--- src/design/midi_byte_stream_assembler_macros.svh ---
// Assertion macros used by the top-level design file.
`ifndef MIDI_BYTE_STREAM_ASSEMBLER_MACROS_SVH
`define MIDI_BYTE_STREAM_ASSEMBLER_MACROS_SVH

`ifndef SYNTH
`define MBSA_ASSERT_IMPL(label, ante, cons) \
  label: assert property (@(posedge clk) disable iff (rst) (ante) |-> (cons)) \
    else $error("implication check failed");
`define MBSA_ASSERT_NEXT(label, ante, cons) \
  label: assert property (@(posedge clk) disable iff (rst) (ante) |=> (cons)) \
    else $error("next-cycle check failed");
`else
`define MBSA_ASSERT_IMPL(label, ante, cons)
`define MBSA_ASSERT_NEXT(label, ante, cons)
`endif

`endif

--- src/design/mbsa_pkg.sv ---
package mbsa_pkg;

  localparam int SYSEX_CAPACITY = 32;

  localparam logic [7:0] RT_MIN      = 8'hF8;
  localparam logic [7:0] SYSEX_OPEN  = 8'hF0;
  localparam logic [7:0] STATUS_BIT  = 8'h80;
  localparam logic [7:0] SYSEX_END   = 8'hF7;

  localparam logic [1:0] SYS_LEN [16] = '{
    2'd0, 2'd2, 2'd3, 2'd2, 2'd0, 2'd0, 2'd1, 2'd0,
    2'd1, 2'd0, 2'd1, 2'd1, 2'd1, 2'd0, 2'd1, 2'd0
  };

  typedef enum logic [1:0] {
    ST_IDLE,
    ST_BURST,
    ST_TAIL
  } state_t;

  typedef struct packed {
    logic take;
    logic rd_first;
    logic step;
    logic load_direct;
    logic load_sysex;
    logic load_pend;
  } cmd_t;

  typedef struct packed {
    logic out_free;
    logic closing;
    logic direct_hit;
    logic burst_end;
    logic pend_hit;
  } sts_t;

  function automatic logic [1:0] status_length(input logic [7:0] s);
    logic [1:0] r;
    if ((s & STATUS_BIT) == 8'h00) begin
      r = 2'd0;
    end else if (s[7:6] == 2'b10) begin
      r = 2'd3;
    end else if (s[7:5] == 3'b110) begin
      r = 2'd2;
    end else if (s[7:4] == 4'b1110) begin
      r = 2'd3;
    end else begin
      r = SYS_LEN[s[3:0]];
    end
    return r;
  endfunction

endpackage

--- src/design/mbsa_controller.sv ---
module mbsa_controller (
  input  logic           clk,
  input  logic           rst,
  input  logic           in_valid,
  output logic           in_ready,
  input  mbsa_pkg::sts_t sts,
  output mbsa_pkg::cmd_t cmd
);

  mbsa_pkg::state_t state;
  mbsa_pkg::state_t state_next;

  always_ff @(posedge clk) begin
    if (rst) begin
      state <= mbsa_pkg::ST_IDLE;
    end else begin
      state <= state_next;
    end
  end

  always_comb begin
    state_next = state;
    cmd        = '0;
    in_ready   = 1'b0;
    unique case (state)
      mbsa_pkg::ST_IDLE: begin
        in_ready = sts.out_free;
        if (in_valid && sts.out_free) begin
          cmd.take = 1'b1;
          if (sts.closing) begin
            cmd.rd_first = 1'b1;
            state_next   = mbsa_pkg::ST_BURST;
          end else begin
            cmd.load_direct = sts.direct_hit;
          end
        end
      end
      mbsa_pkg::ST_BURST: begin
        if (sts.out_free) begin
          cmd.load_sysex = 1'b1;
          if (sts.burst_end) begin
            state_next = sts.pend_hit ? mbsa_pkg::ST_TAIL : mbsa_pkg::ST_IDLE;
          end else begin
            cmd.step = 1'b1;
          end
        end
      end
      mbsa_pkg::ST_TAIL: begin
        if (sts.out_free) begin
          cmd.load_pend = 1'b1;
          state_next    = mbsa_pkg::ST_IDLE;
        end
      end
      default: begin
        state_next = mbsa_pkg::ST_IDLE;
      end
    endcase
  end

endmodule

--- src/design/mbsa_datapath.sv ---
module mbsa_datapath #(
  parameter int SYSEX_CAPACITY = mbsa_pkg::SYSEX_CAPACITY
) (
  input  logic           clk,
  input  logic           rst,
  input  logic [7:0]     in_byte,
  input  mbsa_pkg::cmd_t cmd,
  input  logic           out_ready,
  output mbsa_pkg::sts_t sts,
  output logic           out_valid,
  output logic           kind,
  output logic [1:0]     msg_len,
  output logic [7:0]     first_byte,
  output logic [7:0]     second_byte,
  output logic [7:0]     third_byte,
  output logic           last
);

  localparam int AW = $clog2(SYSEX_CAPACITY);
  localparam int CW = $clog2(SYSEX_CAPACITY + 1);
  localparam logic [CW-1:0] CAP    = CW'(SYSEX_CAPACITY);
  localparam logic [CW-1:0] CAP_M1 = CW'(SYSEX_CAPACITY - 1);

  logic [7:0]    running_status;
  logic [1:0]    msg_length;
  logic [1:0]    msg_position;
  logic [7:0]    msg_bytes [3];
  logic [CW-1:0] sysex_count;
  logic [AW-1:0] burst_end_idx;
  logic [AW-1:0] rd_idx;
  logic [7:0]    sysex_store [SYSEX_CAPACITY];
  logic [7:0]    mem_q;

  logic          pend_valid;
  logic [1:0]    pend_len;
  logic [7:0]    pend_b0;
  logic [7:0]    pend_b1;
  logic [7:0]    pend_b2;

  logic          is_rt;
  logic          is_status;
  logic          in_sysex;
  logic          closing;
  logic [1:0]    len_eff;
  logic [1:0]    pos_eff;
  logic [1:0]    pos_after;
  logic [7:0]    bytes_new [3];
  logic          hit;
  logic [7:0]    res_b1;
  logic [7:0]    res_b2;
  logic [CW-1:0] count_m1;

  logic          wr_en;
  logic [AW-1:0] wr_addr;
  logic [7:0]    wr_data;
  logic          rd_en;
  logic [AW-1:0] rd_addr;

  assign is_rt     = in_byte >= mbsa_pkg::RT_MIN;
  assign is_status = (in_byte & mbsa_pkg::STATUS_BIT) != 8'h00;
  assign in_sysex  = running_status == mbsa_pkg::SYSEX_OPEN;
  assign closing   = !is_rt && in_sysex && is_status;
  assign count_m1  = sysex_count - 1'b1;

  always_comb begin
    len_eff   = is_status ? mbsa_pkg::status_length(in_byte) : msg_length;
    pos_eff   = is_status ? 2'd0 : msg_position;
    bytes_new = msg_bytes;
    pos_after = pos_eff;
    if (len_eff != 2'd0 && pos_eff != 2'd3) begin
      bytes_new[pos_eff] = in_byte;
      pos_after          = pos_eff + 2'd1;
    end
    hit    = (len_eff != 2'd0) && (pos_after >= len_eff);
    res_b1 = (len_eff >= 2'd2) ? bytes_new[1] : 8'h00;
    res_b2 = (len_eff >= 2'd3) ? bytes_new[2] : 8'h00;
  end

  always_comb begin
    wr_en   = 1'b0;
    wr_addr = sysex_count[AW-1:0];
    wr_data = in_byte;
    if (cmd.take && !is_rt) begin
      if (in_sysex && !is_status && sysex_count < CAP_M1) begin
        wr_en = 1'b1;
      end else if (closing && sysex_count < CAP) begin
        wr_en   = 1'b1;
        wr_data = mbsa_pkg::SYSEX_END;
      end else if (!in_sysex && in_byte == mbsa_pkg::SYSEX_OPEN) begin
        wr_en   = 1'b1;
        wr_addr = '0;
        wr_data = mbsa_pkg::SYSEX_OPEN;
      end
    end
  end

  assign rd_en   = cmd.rd_first || cmd.step;
  assign rd_addr = cmd.rd_first ? '0 : AW'(rd_idx + 1'b1);

  always_ff @(posedge clk) begin
    if (wr_en) begin
      sysex_store[wr_addr] <= wr_data;
    end
    if (rd_en) begin
      mem_q <= sysex_store[rd_addr];
    end
  end

  always_ff @(posedge clk) begin
    if (rd_en) begin
      rd_idx <= rd_addr;
    end
    if (cmd.take && closing) begin
      burst_end_idx <= (sysex_count < CAP) ? sysex_count[AW-1:0] : count_m1[AW-1:0];
      pend_len      <= len_eff;
      pend_b0       <= bytes_new[0];
      pend_b1       <= res_b1;
      pend_b2       <= res_b2;
    end
  end

  always_ff @(posedge clk) begin
    if (rst) begin
      running_status <= '0;
      msg_length     <= '0;
      msg_position   <= '0;
      msg_bytes      <= '{default: '0};
      sysex_count    <= '0;
      pend_valid     <= 1'b0;
    end else if (cmd.take && !is_rt) begin
      if (is_status) begin
        running_status <= in_byte;
      end
      msg_length   <= len_eff;
      msg_position <= hit ? 2'd1 : pos_after;
      msg_bytes    <= bytes_new;
      if (is_status && in_byte == mbsa_pkg::SYSEX_OPEN) begin
        sysex_count <= CW'(1);
      end else if (in_sysex && !is_status && sysex_count < CAP_M1) begin
        sysex_count <= sysex_count + 1'b1;
      end else if (closing && sysex_count < CAP) begin
        sysex_count <= sysex_count + 1'b1;
      end
      if (closing) begin
        pend_valid <= hit;
      end
    end
  end

  always_ff @(posedge clk) begin
    if (rst) begin
      out_valid <= 1'b0;
    end else if (cmd.load_direct || cmd.load_sysex || cmd.load_pend) begin
      out_valid <= 1'b1;
    end else if (out_ready) begin
      out_valid <= 1'b0;
    end
  end

  always_ff @(posedge clk) begin
    if (cmd.load_direct) begin
      kind        <= 1'b0;
      last        <= 1'b1;
      msg_len     <= is_rt ? 2'd1 : len_eff;
      first_byte  <= is_rt ? in_byte : bytes_new[0];
      second_byte <= is_rt ? 8'h00 : res_b1;
      third_byte  <= is_rt ? 8'h00 : res_b2;
    end else if (cmd.load_sysex) begin
      kind        <= 1'b1;
      last        <= sts.burst_end && !pend_valid;
      msg_len     <= 2'd1;
      first_byte  <= mem_q;
      second_byte <= 8'h00;
      third_byte  <= 8'h00;
    end else if (cmd.load_pend) begin
      kind        <= 1'b0;
      last        <= 1'b1;
      msg_len     <= pend_len;
      first_byte  <= pend_b0;
      second_byte <= pend_b1;
      third_byte  <= pend_b2;
    end
  end

  assign sts.out_free   = !out_valid || out_ready;
  assign sts.closing    = closing;
  assign sts.direct_hit = is_rt || hit;
  assign sts.burst_end  = rd_idx == burst_end_idx;
  assign sts.pend_hit   = pend_valid;

endmodule

--- src/design/midi_byte_stream_assembler.sv ---
// A short or realtime message is on the output in the cycle after its byte is taken.
// Throughput: one byte per cycle while the output register drains each cycle.
// A status byte that closes a system exclusive message streams the buffer from the
// store one byte per cycle while the output drains, then any short message; input waits meanwhile.
// Reset (rst, synchronous): clears running status, message state, counts and valid flags.
// The system exclusive store is not cleared; only written entries are ever read.
`include "midi_byte_stream_assembler_macros.svh"

module midi_byte_stream_assembler #(
  parameter int SYSEX_CAPACITY = mbsa_pkg::SYSEX_CAPACITY
) (
  input  logic       clk,
  input  logic       rst,
  input  logic       in_valid,
  output logic       in_ready,
  input  logic [7:0] in_byte,
  output logic       out_valid,
  input  logic       out_ready,
  output logic       kind,
  output logic [1:0] msg_len,
  output logic [7:0] first_byte,
  output logic [7:0] second_byte,
  output logic [7:0] third_byte,
  output logic       last
);

  mbsa_pkg::cmd_t cmd;
  mbsa_pkg::sts_t sts;

  mbsa_controller u_ctrl (
    .clk      (clk),
    .rst      (rst),
    .in_valid (in_valid),
    .in_ready (in_ready),
    .sts      (sts),
    .cmd      (cmd)
  );

  mbsa_datapath #(
    .SYSEX_CAPACITY (SYSEX_CAPACITY)
  ) u_dp (
    .clk         (clk),
    .rst         (rst),
    .in_byte     (in_byte),
    .cmd         (cmd),
    .out_ready   (out_ready),
    .sts         (sts),
    .out_valid   (out_valid),
    .kind        (kind),
    .msg_len     (msg_len),
    .first_byte  (first_byte),
    .second_byte (second_byte),
    .third_byte  (third_byte),
    .last        (last)
  );

  `MBSA_ASSERT_IMPL(a_ready_needs_room, in_ready, !out_valid || out_ready)
  `MBSA_ASSERT_IMPL(a_no_take_mid_burst, out_valid && kind && !last, !in_ready)
  `MBSA_ASSERT_NEXT(a_close_stalls_input, in_valid && in_ready && sts.closing, !in_ready)

endmodule
--- config.mk ---
export PLATFORM = sky130hd
export DESIGN_NAME = midi_byte_stream_assembler
export DESIGN_NICKNAME = d
export VERILOG_FILES = /design/src/design/mbsa_pkg.sv /design/src/design/mbsa_controller.sv /design/src/design/mbsa_datapath.sv /design/src/design/midi_byte_stream_assembler.sv
export VERILOG_INCLUDE_DIRS = /design/src /design/src/design
export SDC_FILE = /design/constraint.sdc
export NUM_CORES = 1
export LEC_CHECK = 0
export BUFFER_PORTS_ARGS = -buffer_cell sky130_fd_sc_hd__buf_4
export CAP_MARGIN = 15
export CORE_MARGIN = 3
export CORE_UTILIZATION = 38
export DETAILED_ROUTE_END_ITERATION = 8
export PLACE_DENSITY = 0.55
export SYNTH_ARGS = -nofsm -noshare
export SYNTH_HDL_FRONTEND = slang
export SYNTH_HIERARCHICAL = 1
export SYNTH_SLANG_ARGS = --single-unit
export TNS_END_PERCENT = 30
--- constraint.sdc ---
create_clock -name clk -period 8.1 [get_ports clk]
set_input_delay 0.81 -clock clk [delete_from_list [all_inputs] [get_ports clk]]
set_output_delay 0.81 -clock clk [all_outputs]
set_load 0.1 [all_outputs]
**Word-level counts from Yosys, hierarchy flattened**

Memory sizes are Yosys's and may differ from the RTL's. A register that Yosys moved wholly into a read port is not among the register bits.
Index checks and enable logic that the tools add are counted.

- Add/subtract/negate cells: 4
- $lt $le $gt $ge: 9
- Equal/unequal tests: 14
- Multiplexer cells: 77
- Bitwise gates (word level): 2
- Reduce and logical (&&, ||, !) cells: 35

Operators with widths:

| operator | count |
|---|---|
| two-way mux 8 bit | 19 |
| two-way mux 2 bit | 22 |
| two-way mux 5 bit | 6 |
| bitwise mux 24 bit | 1 |
| two-way mux 24 bit | 1 |
| two-way mux 1 bit | 23 |
| two-way mux 6 bit | 3 |
| demux 8 bit (select 2 bit) | 1 |
| == test 8 bit, second input constant | 2 |
| logical AND 1 bit | 14 |
| inequality test 2 x 1 -> 1 bit, second input constant | 5 |
| >= comparator 8 bit, second input constant | 1 |
| logical NOT 8 bit | 1 |
| adder 6 x 1 -> 6 bit, second input constant | 1 |
| < comparator 6 x 5 -> 1 bit, second input constant | 1 |
| < comparator 6 bit, second input constant | 1 |
| case mux 2 bit (3 select lines) | 1 |
| AND reduction 2 bit | 3 |
| nonzero test 2 bit | 3 |
| nonzero test 3 bit | 2 |
| adder 5 x 1 -> 5 bit, second input constant | 1 |
| == test 5 bit | 1 |
| >= comparator 5 bit, second input constant | 1 |
| logical NOT 1 bit | 5 |
| other kinds (16) | 22 |

- Register bits after elaboration: 110
- RAM bits: 256
- Bits in read-only memories: 32
- Input bits: 12
- Output and inout port bits: 30
- Logic and storage cells: 165
- Memories: 2

Memory list:

| memory | words | width | read ports | clocked after Yosys merged registers in | wr ports | line | source |
|---|---|---|---|---|---|---|---|
| u_dp.sysex_store | 32 | 8 | 1 | 1 | 1 | mbsa_datapath.sv:31 | `logic [7:0] sysex_store [SYSEX_CAPACITY];` |
| (no name shown) | 16 | 2 | 1 | 0 | 0 | mbsa_pkg.sv:49 | `r = SYS_LEN[s[3:0]];` |

**Longest topological paths before layout**

- Word-level depth: 21
- Mapped depth: 16

**Modules after synthesis**

Netlist, hierarchy kept.

Modules (own cells, without submodules):

| module | times used | cells each | area each (um^2) | seq. area each (um^2) |
|---|---|---|---|---|
| mbsa_datapath | 1 | 1175 | 15526.1 | 10710.3 |
| mbsa_controller | 1 | 16 | 141.4 | 40.0 |

**Worst setup path after synthesis**

No wires, ideal clock.

- Path type: input-to-reg
- From: input in_byte[7]
- To: register u_dp.first_byte[0], enable pin
- Data arrival time: 3914 ps
- Data required time: 7661 ps
- Path slack: 3747 ps
- Cell stages on the path: 15
- Cells stage by stage: inv_1 > nand2_1 > inv_1 > ha_1 > clkbuf_1 > nor2_1 > xnor2_1 > ha_1 > nand2b_1 > a21oi_1 > o21ai_0 > and3b_1 > nor2_1 > clkbuf_1 > nand2_1

RTL lines:

| item | line | source |
|---|---|---|
| start, declared | midi_byte_stream_assembler.sv:16 | `input logic [7:0] in_byte,` |
| end signal, assigned | mbsa_datapath.sv:165 | `first_byte <= is_rt ? in_byte : bytes_new[0];` |
| end signal, assigned | mbsa_datapath.sv:172 | `first_byte <= mem_q;` |
| end signal, assigned | mbsa_datapath.sv:179 | `first_byte <= pend_b0;` |
| end, declared | mbsa_datapath.sv:13 | `output logic [7:0] first_byte,` |

==> flow_metrics.env <==
export IMPL_outcome="completed"
export IMPL_clock_sinks=374
export IMPL_final_setup_tns_ps=0
export IMPL_postRouteWirelength_microns=37900
export IMPL_critPathMaxFanout=33
export IMPL_netlist_area_sq_um=15700
export IMPL_antenna_found_initial=0
export IMPL_setup_viol=0
export IMPL_synth_edf_count=326
export IMPL_avgSynthCellArea_sq_um=13.2
export IMPL_vias=9696
export IMPL_max_freq_mhz=205
export IMPL_port_buffers=41
export IMPL_whs_ps=480
export IMPL_dp_hpwl_microns=23300
export IMPL_routedWlPerCell_microns=21.5
export IMPL_slew_headroom_pct=28.7
export IMPL_yosysWarnings=6
export IMPL_clockBufferDepth=3
export IMPL_synth_async_sr_flop_share_pct=0
export IMPL_dp_slack_ps=1890
export IMPL_cts_root_buf="clkbuf_16"
export IMPL_synth_cell_types=65
export IMPL_hold_violations=0
export IMPL_post_cts_setup_buffers=0
export IMPL_cts_tree="done"
export IMPL_cts_hold_buf=0
export IMPL_required_ps=8530
export IMPL_p_int_mw=3.21
export IMPL_rsz0062_at_grt="no"
export IMPL_drive_above_1_share_pct=12.0
export IMPL_start_kind="register"
export IMPL_drt_iter0_markers=953
export IMPL_place_gp_congestion=0.824
export IMPL_grt_pass1_vias=9327
export IMPL_worstSkewPairLatency_ps=560
export IMPL_syn_inst=1191
export IMPL_die_w_microns=209
export IMPL_combPwrFrac_pct=5.4
export IMPL_grt_max_degree=59
export IMPL_ant_nets=0
export IMPL_fin_nets=1233
export IMPL_tightest_slew_ps=1070
export IMPL_grt_pass1_wl_microns=57700
export IMPL_clk_pin_slew_ps=60
export IMPL_fin_skew_ps=30.7
export IMPL_dp_cells=1694
export IMPL_diodes=0
export IMPL_io_pins=42
export IMPL_cts_buffers=40
export IMPL_power_mw=4.12
export IMPL_ys_flop_type="edfxtp_1"
export IMPL_area_growth_pct=12.9
export IMPL_htreeDepth=2
export IMPL_fin_ws_ps=3220
export IMPL_finalCritPeriodShare_pct=60.2
export IMPL_min_path_type="reg -> reg"
export IMPL_power_switching_uw=916
export IMPL_ctsResizeCount=0
export IMPL_peakVddDrop_mv=0.144
export IMPL_endpoint_kind="register"
export IMPL_firstDrtPassIters=5
export IMPL_layoutNonFillerInstCount=1766
export IMPL_cp_arrival_ps=5310
export IMPL_rows=73
export IMPL_core_area_sq_um=40200
export IMPL_route_detailed_drc=0
export IMPL_ys_ff_latch=374
export IMPL_start_util_pct=39.0
export IMPL_p_per_area_nw_per_um2=233
export IMPL_finalMaxSlewViolations=0
export IMPL_drv_cap=0
export IMPL_grt_ovfl_total=0
export IMPL_ys_seq_area_share_pct=68.6
export IMPL_die_h_microns=209
export IMPL_grtUsageTotal_pct=17.1
export IMPL_p_clk_share_pct=43.2
export IMPL_p_leak_nw=5.96
export IMPL_p_sw_share_pct=22.2
export IMPL_die_area_sq_um=43700
export IMPL_viasPerCell=5.49
export IMPL_critical_path_class="reg -> reg"
export IMPL_syn_nets=1212
export IMPL_nFillCells=3684
export IMPL_sequentialPowerShare_pct=51.4
export IMPL_fin_crit_ps=4880
==> layout by cell type (no fill, tap or decap), types with 27 or more instances in the layout <==
master,instances
mux2i_1,57
nor2_1,110
o221ai_1,32
clkbuf_16,42
edfxtp_1,326
dfxtp_1,48
nor2b_1,37
nand2_1,170
a211oi_1,31
nand3_1,37
a311oi_1,39
buf_4,61
o21ai_0,27
==> metal layers <==
| layer | up-vias | wire, microns | global-route usage (%) | share of wire [%] |
|---|---|---|---|---|
| li1 | 4525 | - | - | - |
| met1 | 4842 | 17700 | 24.8 | 47 |
| met2 | 271 | 17300 | 26.6 | 46 |
| met3 | 58 | 2100 | 2.76 | 5.5 |
| met4 | 0 | 818 | 4.99 | 2.2 |
| met5 | - | 0 | 0 | 0 |
==> logic make-up after synthesis <==
logic type / after synthesis / share of synthesized area (%)
muxes: 63 / 4.45
xor gates and xnor gates: 15 / 0.839
buffers and inverters: 103 / 2.89
DFF: 374 / 68.6
and+or+nand+nor: 425 / 12.6
adders and majority gates: 9 / 0.719
AOI/OAI and AO/OA: 202 / 9.87
==> power by group through the flow <==
stage | sequential, mW | combinational [mW] | clock, mW
after floorplan | 2.22 | 0.0925 | 0
after global placement | 2.16 | 0.221 | 0
after detailed placement | 2.16 | 0.223 | 0
after CTS | 2.12 | 0.223 | 1.82
after global routing | 2.12 | 0.237 | 1.90
final | 2.12 | 0.223 | 1.78
==> cell type report <==
type / count / area (sq um) / share of cell area (%)
flip-flops and latches: 374 / 10800 / 60.8
well taps: 525 / 657 / 3.71
repair buffers: 61 / 458 / 2.59
clock inverters: 23 / 186 / 1.05
clock buffers: 48 / 1080 / 6.12
multi-input cells: 714 / 4480 / 25.3
inverters: 21 / 78.8 / 0.445
==> critical path, cell delays in order, from the launching register on <==
cell and delay (ps):
dfxtp_1 310, nor4b_1 290, nand4_1 380, nor3b_1 740
and2_1 380, nor2_1 120, mux2i_4 130, buf_4 430
inv_1 400, buf_4 390, a311oi_1 430, nor3_1 120
nor3_1 460, a21o_1 130
==> synthesized netlist by cell type, types with 2 or more instances <==
| master | n | area [sq um] |
|---|---|---|
| a21oi_1 | 22 | 110 |
| mux2i_1 | 57 | 571 |
| a22oi_1 | 3 | 22.5 |
| a31oi_1 | 9 | 56.3 |
| o21ba_2 | 2 | 20.0 |
| buf_2 | 23 | 115 |
| dfxtp_1 | 48 | 961 |
| nand2b_1 | 9 | 56.3 |
| xor2_1 | 8 | 70.1 |
| nor2_1 | 111 | 417 |
| nor4b_1 | 2 | 17.5 |
| nor4_4 | 2 | 42.5 |
| o311ai_0 | 7 | 61.3 |
| nor4_1 | 2 | 12.5 |
| or3_1 | 9 | 56.3 |
| nor3b_1 | 3 | 22.5 |
| mux4_2 | 5 | 113 |
| ha_1 | 9 | 113 |
| o21ai_0 | 27 | 135 |
| a311oi_1 | 39 | 342 |
| nand3_1 | 37 | 185 |
| or2_2 | 4 | 25.0 |
| o221a_2 | 4 | 45.0 |
| inv_1 | 20 | 75.1 |
| nand2_1 | 170 | 638 |
| o31ai_1 | 7 | 52.6 |
| a221oi_1 | 2 | 17.5 |
| nor2b_1 | 37 | 231 |
| buf_1 | 6 | 22.5 |
| buf_4 | 6 | 45.0 |
| buf_6 | 2 | 22.5 |
| nand4_1 | 7 | 43.8 |
| o221ai_1 | 32 | 280 |
| o22ai_1 | 3 | 18.8 |
| and3_1 | 13 | 81.3 |
| nor3_1 | 7 | 35.0 |
| clkbuf_1 | 45 | 169 |
| xnor2_1 | 7 | 61.3 |
| a211o_1 | 4 | 35.0 |
| edfxtp_1 | 326 | 9790 |
| a211oi_1 | 31 | 233 |
==> worst paths after layout <==
check | startpoint | end | slack (ps) | cells after the start
worst max-delay path | u_dp/running_status[0]$_SDFFE_PP0P_ | u_dp/mem_q[3]$_DFFE_PP_ | 3220 | 13
worst min-delay path | u_dp/running_status[7]$_SDFFE_PP0P_ | u_dp/running_status[7]$_SDFFE_PP0P_ | 480 | 2
worst max register to register | u_dp/running_status[0]$_SDFFE_PP0P_ | u_dp/mem_q[3]$_DFFE_PP_ | 3220 | 13
worst min register to register | u_dp/running_status[7]$_SDFFE_PP0P_ | u_dp/running_status[7]$_SDFFE_PP0P_ | 480 | 2
==> registers in the layout, summed over array words and instances (netlist names), 8 cells and up <==
| name | cells |
|---|---|
| u_dp/pend_b0 | 8 |
| u_dp/sysex_store | 256 |
| u_dp/pend_b2 | 8 |
| u_dp/mem_q | 8 |
| u_dp/third_byte | 8 |
| u_dp/pend_b1 | 8 |
| u_dp/msg_bytes | 24 |
| u_dp/second_byte | 8 |
| u_dp/first_byte | 8 |
| u_dp/running_status | 8 |
==> through the flow <==
step / area (sq um) / util (%)
after global routing: 17700 / 44.0
after CTS: 17700 / 44.0
after detailed placement: 16400 / 40.9
after global placement: 16400 / 40.9
final: 17700 / 44.0
after floorplan: 15700 / -
Note: power is estimated with default switching activity, not from simulation.
